$ cat src/shs_pkg.sv
// Shared types, constants and bit functions for the SHA-256 stream hasher.
// No dependencies; imported by shs_round, shs_sched and the top level.
package shs_pkg;

  typedef logic [31:0] word_t;
  typedef logic [7:0][31:0] wvars_t;

  typedef enum logic [2:0] {
    ST_IDLE,
    ST_PAD,
    ST_ROUND,
    ST_FOLD,
    ST_OUT
  } shs_state_e;

  typedef struct packed {
    logic load_byte;
    logic shift_word;
  } shs_sched_ctrl_t;

  localparam logic [5:0] FILL_LAST  = 6'd63;
  localparam logic [5:0] LEN_POS    = 6'd56;
  localparam logic [5:0] ROUND_LAST = 6'd63;
  localparam logic [2:0] IDX_LAST   = 3'd7;
  localparam logic [7:0] PAD_MARK   = 8'h80;

  localparam wvars_t H_INIT = {
    32'h5be0cd19, 32'h1f83d9ab, 32'h9b05688c, 32'h510e527f,
    32'ha54ff53a, 32'h3c6ef372, 32'hbb67ae85, 32'h6a09e667
  };

  localparam word_t K_TAB [64] = '{
    32'h428a2f98, 32'h71374491, 32'hb5c0fbcf, 32'he9b5dba5,
    32'h3956c25b, 32'h59f111f1, 32'h923f82a4, 32'hab1c5ed5,
    32'hd807aa98, 32'h12835b01, 32'h243185be, 32'h550c7dc3,
    32'h72be5d74, 32'h80deb1fe, 32'h9bdc06a7, 32'hc19bf174,
    32'he49b69c1, 32'hefbe4786, 32'h0fc19dc6, 32'h240ca1cc,
    32'h2de92c6f, 32'h4a7484aa, 32'h5cb0a9dc, 32'h76f988da,
    32'h983e5152, 32'ha831c66d, 32'hb00327c8, 32'hbf597fc7,
    32'hc6e00bf3, 32'hd5a79147, 32'h06ca6351, 32'h14292967,
    32'h27b70a85, 32'h2e1b2138, 32'h4d2c6dfc, 32'h53380d13,
    32'h650a7354, 32'h766a0abb, 32'h81c2c92e, 32'h92722c85,
    32'ha2bfe8a1, 32'ha81a664b, 32'hc24b8b70, 32'hc76c51a3,
    32'hd192e819, 32'hd6990624, 32'hf40e3585, 32'h106aa070,
    32'h19a4c116, 32'h1e376c08, 32'h2748774c, 32'h34b0bcb5,
    32'h391c0cb3, 32'h4ed8aa4a, 32'h5b9cca4f, 32'h682e6ff3,
    32'h748f82ee, 32'h78a5636f, 32'h84c87814, 32'h8cc70208,
    32'h90befffa, 32'ha4506ceb, 32'hbef9a3f7, 32'hc67178f2
  };

  function automatic word_t sig0(input word_t x);
    return {x[6:0], x[31:7]} ^ {x[17:0], x[31:18]} ^ {3'b000, x[31:3]};
  endfunction

  function automatic word_t sig1(input word_t x);
    return {x[16:0], x[31:17]} ^ {x[18:0], x[31:19]} ^ {10'b0, x[31:10]};
  endfunction

  function automatic word_t bsig0(input word_t x);
    return {x[1:0], x[31:2]} ^ {x[12:0], x[31:13]} ^ {x[21:0], x[31:22]};
  endfunction

  function automatic word_t bsig1(input word_t x);
    return {x[5:0], x[31:6]} ^ {x[10:0], x[31:11]} ^ {x[24:0], x[31:25]};
  endfunction

endpackage

$ cat src/sha256_stream_hasher_core.sv
// SHA-256 stream hasher top level: byte intake, padding sequencer, round loop
// and digest output. Depends on shs_pkg, shs_sched and shs_round.
//
//  channel  | dir | tdata            | tuser         | tlast
//  s_axis   | in  | byte_value[7:0]  | byte_present  | end_of_message
//  m_axis   | out | digest_word[31:0]| word_index    | last_word
//
// A byte request that does not complete a block is accepted in the idle state.
// A full block holds off requests while it runs 64 rounds on the shared
// round unit and then one fold into the chaining words.
// End of message: one pad byte per cycle up to the block end, one or two
// compressions, then eight digest words, one per output handshake.
// Reset loads the initial chaining words; no request is taken while busy.
module sha256_stream_hasher_core (
  input  logic        clk_i,
  input  logic        rst_ni,
  input  logic        s_axis_tvalid_i,
  output logic        s_axis_tready_o,
  input  logic [7:0]  s_axis_tdata_i,   // byte_value
  input  logic        s_axis_tuser_i,   // byte_present
  input  logic        s_axis_tlast_i,
  output logic        m_axis_tvalid_o,
  input  logic        m_axis_tready_i,
  output logic [31:0] m_axis_tdata_o,   // digest_word
  output logic [2:0]  m_axis_tuser_o,   // word_index
  output logic        m_axis_tlast_o
);
  import shs_pkg::*;

  shs_state_e      state_q, state_d;
  logic [5:0]      fill_q, fill_d;
  logic [60:0]     count_q, count_d;
  logic [63:0]     len_q, len_d;
  logic            sent80_q, sent80_d;
  logic            final_q, final_d;
  logic            padm_q, padm_d;
  logic [5:0]      rnd_q, rnd_d;
  logic [2:0]      idx_q, idx_d;
  wvars_t          h_q, h_d;
  wvars_t          v_q, v_d;
  wvars_t          v_next;
  word_t           w_t;
  shs_sched_ctrl_t sched_ctrl;
  logic [7:0]      byte_sel;
  logic [7:0]      pad_byte;

  shs_sched u_sched (
    .clk_i  (clk_i),
    .ctrl_i (sched_ctrl),
    .byte_i (byte_sel),
    .w_o    (w_t)
  );

  shs_round u_round (
    .v_i (v_q),
    .k_i (K_TAB[rnd_q]),
    .w_i (w_t),
    .v_o (v_next)
  );

  always_comb begin
    if (!sent80_q) begin
      pad_byte = PAD_MARK;
    end else if (final_q && (fill_q >= LEN_POS)) begin
      pad_byte = len_q[63:56];
    end else begin
      pad_byte = 8'h00;
    end
  end

  always_comb begin
    state_d         = state_q;
    fill_d          = fill_q;
    count_d         = count_q;
    len_d           = len_q;
    sent80_d        = sent80_q;
    final_d         = final_q;
    padm_d          = padm_q;
    rnd_d           = rnd_q;
    idx_d           = idx_q;
    h_d             = h_q;
    v_d             = v_q;
    sched_ctrl      = '0;
    byte_sel        = s_axis_tdata_i;
    s_axis_tready_o = 1'b0;
    m_axis_tvalid_o = 1'b0;
    unique case (state_q)
      ST_IDLE: begin
        s_axis_tready_o = 1'b1;
        if (s_axis_tvalid_i) begin
          if (s_axis_tuser_i) begin
            sched_ctrl.load_byte = 1'b1;
            fill_d  = fill_q + 6'd1;
            count_d = count_q + 61'd1;
          end
          if (s_axis_tlast_i) begin
            padm_d   = 1'b1;
            sent80_d = 1'b0;
            final_d  = 1'b0;
            len_d    = {count_d, 3'b000};
          end
          if (s_axis_tuser_i && (fill_q == FILL_LAST)) begin
            v_d     = h_q;
            rnd_d   = '0;
            state_d = ST_ROUND;
          end else if (s_axis_tlast_i) begin
            state_d = ST_PAD;
          end
        end
      end
      ST_PAD: begin
        byte_sel             = pad_byte;
        sched_ctrl.load_byte = 1'b1;
        fill_d               = fill_q + 6'd1;
        if (!sent80_q) begin
          sent80_d = 1'b1;
          final_d  = (fill_q < LEN_POS);
        end else if (final_q && (fill_q >= LEN_POS)) begin
          len_d = {len_q[55:0], 8'h00};
        end
        if (fill_q == FILL_LAST) begin
          v_d     = h_q;
          rnd_d   = '0;
          state_d = ST_ROUND;
        end
      end
      ST_ROUND: begin
        sched_ctrl.shift_word = 1'b1;
        v_d   = v_next;
        rnd_d = rnd_q + 6'd1;
        if (rnd_q == ROUND_LAST) begin
          state_d = ST_FOLD;
        end
      end
      ST_FOLD: begin
        for (int i = 0; i < 8; i++) begin
          h_d[i] = h_q[i] + v_q[i];
        end
        if (padm_q) begin
          if (final_q) begin
            idx_d   = '0;
            state_d = ST_OUT;
          end else begin
            final_d = sent80_q;
            state_d = ST_PAD;
          end
        end else begin
          state_d = ST_IDLE;
        end
      end
      ST_OUT: begin
        m_axis_tvalid_o = 1'b1;
        if (m_axis_tready_i) begin
          idx_d = idx_q + 3'd1;
          if (idx_q == IDX_LAST) begin
            h_d     = H_INIT;
            count_d = '0;
            padm_d  = 1'b0;
            state_d = ST_IDLE;
          end
        end
      end
      default: begin
        state_d = ST_IDLE;
      end
    endcase
  end

  always_ff @(posedge clk_i or negedge rst_ni) begin
    if (!rst_ni) begin
      state_q  <= ST_IDLE;
      fill_q   <= '0;
      count_q  <= '0;
      sent80_q <= 1'b0;
      final_q  <= 1'b0;
      padm_q   <= 1'b0;
      rnd_q    <= '0;
      idx_q    <= '0;
      h_q      <= H_INIT;
    end else begin
      state_q  <= state_d;
      fill_q   <= fill_d;
      count_q  <= count_d;
      sent80_q <= sent80_d;
      final_q  <= final_d;
      padm_q   <= padm_d;
      rnd_q    <= rnd_d;
      idx_q    <= idx_d;
      h_q      <= h_d;
    end
  end

  always_ff @(posedge clk_i) begin
    len_q <= len_d;
    v_q   <= v_d;
  end

  assign m_axis_tdata_o = h_q[idx_q];
  assign m_axis_tuser_o = idx_q;
  assign m_axis_tlast_o = (idx_q == IDX_LAST);

  a_no_overlap: assert property (@(posedge clk_i) disable iff (!rst_ni)
    !(s_axis_tready_o && m_axis_tvalid_o))
    else $error("input and output active together");

  a_round_count: assert property (@(posedge clk_i) disable iff (!rst_ni)
    (state_q == ST_ROUND) && (rnd_q != ROUND_LAST)
      |=> (state_q == ST_ROUND) && (rnd_q == $past(rnd_q) + 6'd1))
    else $error("round counter broke sequence");

  a_out_aligned: assert property (@(posedge clk_i) disable iff (!rst_ni)
    (state_q == ST_OUT) |-> (fill_q == '0) && final_q && sent80_q)
    else $error("digest output with block not closed");

  a_restart: assert property (@(posedge clk_i) disable iff (!rst_ni)
    m_axis_tvalid_o && m_axis_tready_i && m_axis_tlast_o
      |=> s_axis_tready_o && (h_q == H_INIT) && (count_q == '0))
    else $error("chaining state not restored after digest");

endmodule

$ cat src/shs_round.sv
// One SHA-256 compression round on the working variables a..h.
// Depends on shs_pkg for word types and the big sigma functions.
module shs_round (
  input  shs_pkg::wvars_t v_i,
  input  shs_pkg::word_t  k_i,
  input  shs_pkg::word_t  w_i,
  output shs_pkg::wvars_t v_o
);
  import shs_pkg::*;

  word_t ch, maj, t1, t2;

  always_comb begin
    ch    = (v_i[4] & v_i[5]) ^ (~v_i[4] & v_i[6]);
    maj   = (v_i[0] & v_i[1]) ^ (v_i[0] & v_i[2]) ^ (v_i[1] & v_i[2]);
    t1    = v_i[7] + bsig1(v_i[4]) + ch + k_i + w_i;
    t2    = bsig0(v_i[0]) + maj;
    v_o[0] = t1 + t2;
    v_o[1] = v_i[0];
    v_o[2] = v_i[1];
    v_o[3] = v_i[2];
    v_o[4] = v_i[3] + t1;
    v_o[5] = v_i[4];
    v_o[6] = v_i[5];
    v_o[7] = v_i[6];
  end

endmodule

$ cat src/shs_sched.sv
// Block gather and message schedule: a 16-word shift line that takes bytes
// while filling and expands W during rounds. Depends on shs_pkg.
module shs_sched (
  input  logic                     clk_i,
  input  shs_pkg::shs_sched_ctrl_t ctrl_i,
  input  logic [7:0]               byte_i,
  output shs_pkg::word_t           w_o
);
  import shs_pkg::*;

  word_t sched_q [16];
  word_t sched_d [16];
  word_t w_new;

  always_comb begin
    w_new = sig1(sched_q[14]) + sched_q[9] + sig0(sched_q[1]) + sched_q[0];
    for (int i = 0; i < 16; i++) begin
      sched_d[i] = sched_q[i];
    end
    if (ctrl_i.load_byte) begin
      for (int i = 0; i < 15; i++) begin
        sched_d[i] = {sched_q[i][23:0], sched_q[i+1][31:24]};
      end
      sched_d[15] = {sched_q[15][23:0], byte_i};
    end else if (ctrl_i.shift_word) begin
      for (int i = 0; i < 15; i++) begin
        sched_d[i] = sched_q[i+1];
      end
      sched_d[15] = w_new;
    end
  end

  always_ff @(posedge clk_i) begin
    for (int i = 0; i < 16; i++) begin
      sched_q[i] <= sched_d[i];
    end
  end

  assign w_o = sched_q[0];

endmodule
$ cat config.mk
export PLATFORM = sky130hd
export DESIGN_NAME = sha256_stream_hasher_core
export DESIGN_NICKNAME = d
export VERILOG_FILES = /design/src/shs_pkg.sv /design/src/sha256_stream_hasher_core.sv /design/src/shs_round.sv /design/src/shs_sched.sv
export SDC_FILE = /design/constraint.sdc
export NUM_CORES = 2
export LEC_CHECK = 0
export BUFFER_PORTS_ARGS = -buffer_cell sky130_fd_sc_hd__buf_2
export CORE_UTILIZATION = 55
export DETAILED_ROUTE_END_ITERATION = 16
export GPL_TIMING_DRIVEN = 0
export PLACE_DENSITY = 0.71
export SYNTH_ARGS = -nofsm -noshare
export SYNTH_HDL_FRONTEND = slang
export SYNTH_SLANG_ARGS = --single-unit
$ cat constraint.sdc
create_clock -name clk_i -period 55.4 [get_ports clk_i]
set_input_delay 8.31 -clock clk_i [delete_from_list [all_inputs] [get_ports clk_i]]
set_output_delay 8.31 -clock clk_i [all_outputs]
set_load 0.03 [all_outputs]
# Yosys cells after proc, flatten, opt, wreduce, memory -nomap -nowiden
# Memory sizes are Yosys's and may differ from the RTL's.
# Cells that the tools add are included.
dict set report totals {
  memories 2
  register_bits 658
  output_inout_bits 38
  mem_bits_ro 2048
  inputBits 14
  mem_bits_rw 512
}
dict set report classes {
  order_cmp 4
  bitwise_logic 18
  addsub 22
  n_reduce_logical 18
  eq_ne 21
  mux 65
}
# name words width read_ports rd_ports_with_merged_regs write_ports line_no
set memory_table {}
lappend memory_table {{(no name shown)} 64 32 1 0 0 sha256_stream_hasher_core.sv:56} ;# .k_i (K_TAB[rnd_q]),
lappend memory_table {u_sched.sched_q 16 32 16 0 16 shs_sched.sv:11} ;# word_t sched_q [16];
# op n
set op_table {}
lappend op_table {{$mux 256} 5}
lappend op_table {{$mux 512} 2}
lappend op_table {{$pmux 256 s3} 1}
lappend op_table {{$add 32x32->32} 18}
lappend op_table {{$pmux 256 s2} 1}
lappend op_table {{$xor 32x32->32} 9}
lappend op_table {{$mux 64} 4}
lappend op_table {{$mux 61} 4}
lappend op_table {{$and 32x32->32} 5}
lappend op_table {{$pmux 64 s2} 1}
lappend op_table {{$pmux 61 s2} 1}
lappend op_table {{$bmux 32 s3} 1}
lappend op_table {{$mux 32} 3}
lappend op_table {{$add 61x1->61 const B} 1}
lappend op_table {{$mux 3} 12}
lappend op_table {{$not 32->32} 1}
lappend op_table {{$xor 32x22->32} 1}
lappend op_table {{$xor 32x29->32} 1}
lappend op_table {{$mux 6} 5}
lappend op_table {{$ne 2x2->1 const B} 13}
lappend op_table {{$mux 8} 3}
lappend op_table {{$pmux 6 s3} 1}
lappend op_table {{$pmux 3 s5} 1}
lappend op_table {{$reduce_and 5->1} 3}
lappend op_table {{24 further kinds} 51}

# Depth between registers and ports, before layout
dict set report logic_depth {
  word_depth 8
  mapped_depth 39
  ltp_nobuf 37
}

# Modules after synthesis
# Synthesis repeated with hierarchy kept, for this count alone.
dict set report hier_totals {
  cells_unflattened 7557
  area_unflattened_um2 81361.8
}
# module seq_area_each_um2 cells_per_inst area_per_inst_um2 instances
set modules_own_cells {}
lappend modules_own_cells {sha256_stream_hasher_core 18147.4 4400 43819.5 1}
lappend modules_own_cells {shs_sched 15374.7 1699 26037.5 1}
lappend modules_own_cells {shs_round 0.0 1458 11504.8 1}

# Worst setup path before layout
# OpenSTA, ideal clock, no wires.
dict set report synth_timing {
  path_kind {input-to-reg}
  startpoint {input s_axis_tuser_i}
  endpoint {register rnd_q[3]}
  setup_time_ns 0.147
  arrival_time_ns 29.971
  slack_ns 25.283
  cell_stages 8
  path_cell_list {buf_4 -> a21oi_1 -> nor2b_1 -> nor2_1 -> a211oi_1 -> nand3_1 -> xnor2_1 -> a21oi_1}
}
dict set report synth_via {
  elab_chain_cells 3
}
# element line_no
set synth_rtl {}
lappend synth_rtl {{start, declared} sha256_stream_hasher_core.sv:20} ;# input logic s_axis_tuser_i,
lappend synth_rtl {{$logic_and 1x1->1} sha256_stream_hasher_core.sv:102} ;# if (s_axis_tuser_i && (fill_q == FILL_LAST)) begin
lappend synth_rtl {{$ne 2x2->1 (no line)} -}
lappend synth_rtl {{$reduce_and 4->1 (no line)} -}
lappend synth_rtl {{end signal, assigned} sha256_stream_hasher_core.sv:187} ;# rnd_q <= rnd_d;
lappend synth_rtl {{end, declared} sha256_stream_hasher_core.sv:37} ;# logic [5:0] rnd_q, rnd_d;
# No other way between the ends.
# A chain may end at the register's enable or synchronous reset.

# Worst setup path after layout
dict set report layout_timing {
  startpoint {register idx_q[1], in the netlist m_axis_tuser_o[1]}
  endpoint {output m_axis_tdata_o[24]}
}
dict set report layout_via {
  elab_chain_cells 2
}
# element line_no
set layout_rtl {}
lappend layout_rtl {{start, declared} sha256_stream_hasher_core.sv:38} ;# logic [2:0] idx_q, idx_d;
lappend layout_rtl {{start signal, assigned} sha256_stream_hasher_core.sv:188} ;# idx_q <= idx_d;
lappend layout_rtl {{$bmux 32 s3} sha256_stream_hasher_core.sv:198} ;# assign m_axis_tdata_o = h_q[idx_q];
lappend layout_rtl {{$mux 32 (not written as such)} sha256_stream_hasher_core.sv:198}
lappend layout_rtl {{end, declared} sha256_stream_hasher_core.sv:24} ;# output logic [31:0] m_axis_tdata_o,
# No other way between the ends. The select of a mux whose other input is x is not followed.

==> qor.tcl <==
set qor(ioPinCount) 52
set qor(synth-xor-area-share_pct) 6.94
set qor(area.growth.synth_to_final_pct) 10.3
set qor(tns_ps) 0
set qor(grt_util_all_layers_pct) 42.4
set qor(clkSinkCount) 1167
set qor(synthCells) 8696
set qor(synth_simple_gate_area_share_pct) 17.8
set qor(finalHoldViolations) 0
set qor(grt.overflow.total) 0
set qor(worst-r2r-setup-slack_ps) 43070
set qor(most-common-layout-cells) {nand2_1, edfxtp_1, o21ai_0}
set qor(yosysWarnings) 0
set qor(worstPathBufferInverterCount) 3
set qor(ctsResizeCount) 0
set qor(die_area_um2) 146000
set qor(cp-start-kind) {register}
set qor(grt_max_degree) 104
set qor(via_count) 69007
set qor(htreeDepth) 4
set qor(post_synth_instance_area_um2) 79200
set qor(async_set_reset_flop_share_out_of_synthesis_pct) 29.0
set qor(detail_route.first_pass.iterations) 6
set qor(timing.critical_path.slowest_stage_cell) {clkbuf_1}
set qor(routabilityCongestion) 1.04
set qor(hold_start) {fill_q[5]}
set qor(tritoncts) {done}
set qor(hold_path.class) {reg2reg}
set qor(cpLargestDelayFamily) {buffers and inverters}
set qor(synth_compound_area_share_pct) 14.3
set qor(max_cap_viol_count) 10
set qor(global_route_wire_length_before_repair_um) 449000
set qor(path_common_cell) {clkbuf_1}
set qor(number_of_synthesized_flops_with_an_enable_pin) 829
set qor(finalWorstPathRequiredPeriod_ps) 13170
set qor(result_of_the_run) {finished, violations left}
set qor(path_cells) {clkbuf_1, clkbuf_1, mux4_2, mux2_2, buf_2}
set qor(first_global_vias) 65350
set qor(setup_buffers_after_cts) 0
set qor(synth_area_per_cell_um2) 9.11
set qor(cp_data_required_time_ps) 47090
set qor(final_min_period_over_clock_period_pct) 23.8
set qor(cts.root.buffer_cell) {clkbuf_16}
set qor(ys_ff_latch) 1167
set qor(arrival_ps) 4860
set qor(post_drt_wl_per_cell_um) 28.5
set qor(antenna_violating_nets_post_route) 0
set qor(filler_cell_count) 12258
set qor(tritoncts.num_buffers) 137
set qor(worst_pin_slew_ps) 1680
set qor(cts-root-to-sink-buffers) 3
set qor(coreArea_um2) 142000
set qor(fin_nets) 9536
set qor(timing.critical_path.slowest_cell_delay_ps) 1140
set qor(fin_worst_skew_ps) 60.4
set qor(place.port_buffers) 51
set qor(critical_path.reg2reg.startpoint) {rnd_q[2]}
set qor(setup-violations-final) 0
set qor(chipWidth_um) 381
set qor(crit_path_max_fanout) 10
set qor(max_clock_freq_ghz) 0.0759
set qor(max_slew_violation_count) 88
set qor(mostFrequentLayoutCell) {nand2_1}
set qor(violations) {max-capacitance violations, max-slew violations}
set qor(synth_top_family_by_area) {simple AND/OR/NAND/NOR gates}
set qor(drt-vias-per-instance) 6.31
set qor(critical_path.endpoint_type) {output port}
set qor(yosys.cell_types.count) 108
set qor(detail_route.iter0.violations) 9826
set qor(critical_path.startpoint) {m_axis_tuser_o[1]}
set qor(share_of_synthesized_area_spent_on_multiplexers_pct) 3.06
set qor(synth.yosys.seq_area_share_pct) 42.3
set qor(clock_insertion_delay_at_the_later_pin_of_the_skew_report_ps) 820
set qor(wirelength_um) 312000
set qor(path_class) {reg2out}
set qor(clkSlewWorstSetupHoldPaths_ps) 70
set qor(dp_hpwl_um) 238000
set qor(drive_gt1_share_pct) 6.86
set qor(syn_nets) 9307
set qor(detail_route.drc_violations) 0
set qor(worst_slew_margin_rel_pct) -12.0
set qor(antenna_found_initial) 27
set qor(die_height_um) 381
set qor(initial_core_util_pct) 55.7
set qor(rsz0062_at_grt) {no}
set qor(placement_rows) 138
set qor(synth-adder-area-share_pct) 11.4
set qor(ys.flop_type) {edfxtp_1}
set qor(cts_hold_buf) 0
==> metrics by stage <==
| step | setup slack (ps) | instance area (um^2) | std cells | util [%] | hold WS (ps) |
|---|---|---|---|---|---|
| final | 42230 | 87300 | 10943 | 61.4 | 467 |
| after global routing | 42430 | 87300 | 10926 | 61.3 | 474 |
| after CTS | 42510 | 87200 | 10923 | 61.3 | 462 |
| after detailed placement | 43090 | 82600 | 10673 | 58.0 | 452 |
| after global placement | 10830 | 81800 | 10637 | 57.5 | 458 |
| after floorplan | 25280 | 79200 | 8696 | - | 435 |
==> flip-flops by register name (all words and copies together) (netlist names) <==
register	count
fill_q	6
h_q	256
final_q	1
state_q	3
padm_q	1
sent80_q	1
count_q	61
u_sched.sched_q	512
rnd_q	6
len_q	61
v_q	256
m_axis_tuser_o	3
==> worst paths after layout <==
kind,end,depth (start not counted)
min reg2reg,fill_q[5],1
min,fill_q[5],1
max reg2reg,v_q[30],35
max,m_axis_tdata_o[24],5
min in group asynchronous,h_q[75],1
max in group asynchronous,h_q[151],3
==> metal layers <==
layer,share of wire (%),vias up,wire length [um],global-route usage [%]
met5,0.016,-,51,0
met4,4.6,10,14400,17.5
met3,14,697,42500,13.9
met2,42,4307,129000,60.4
met1,40,33604,125000,59.3
li1,-,30389,-,-
==> Yosys cell counts, types with 10 or more instances <==
cell type	number	area, um^2
nand2_1	2465	9250
edfxtp_1	829	24900
o21ai_0	556	2780
a21oi_1	459	2300
clkbuf_1	456	1710
ha_1	400	5000
inv_1	391	1470
xnor2_1	386	3380
nor2_1	364	1370
xor2_1	237	2080
a21o_1	211	1580
dfrtp_1	202	5050
fa_1	197	3940
nand3_1	145	726
dfstp_2	136	3570
nor3_1	108	541
o21ai_1	100	500
nand2b_1	79	494
o31ai_1	69	518
and3_1	68	425
mux4_2	68	1530
mux2_2	63	709
a211oi_1	62	465
a31oi_1	59	369
o21a_1	58	435
nor2b_1	48	300
o21bai_1	41	308
buf_1	35	131
o211ai_1	31	233
or3_1	28	175
and2_1	25	156
nand4_1	24	150
mux2i_1	17	170
o41ai_1	14	123
o2111ai_1	13	114
o22ai_1	13	81.3
o311ai_0	13	114
nor3b_1	11	82.6
a211o_1	10	87.6
a311oi_1	10	87.6
==> cell type report <==
cell class              count  area [um^2]  area share [%]
plain buffers             499         1900            2.17
multi-input cells        6636        42400            48.5
diodes                     17         42.5          0.0487
clock buffers             184         3750            4.29
repair buffers             90         1010            1.16
clock inverters            66          907            1.04
flip-flops and latches   1167        33500            38.4
inverters                 394         1480            1.69
well taps                1890         2360            2.71
==> logic make-up (layout without fill, tap and decap cells) <==
family                     count (synthesis)  after routing
buffers and inverters                    893           1233
muxes                                    149            149
xor gates and xnor gates                 625            625
DFF                                     1167           1167
other                                      0             17
adders and majority gates                601            601
AOI/OAI and AO/OA                       1842           1842
and+or+nand+nor                         3419           3419
==> worst register-to-register path, delay by kind of cell, from the launching register on <==
kind	cells	cell delay [ps]
compound gates	16	5550
buf+inv	6	1800
flops	1	760
fa+ha+maj	6	2520
simple gates	6	1070
mux	1	430
Power is left out: the tool's default activity adds up to more than one toggle a clock period on the data nets, which glitch-free logic cannot reach.
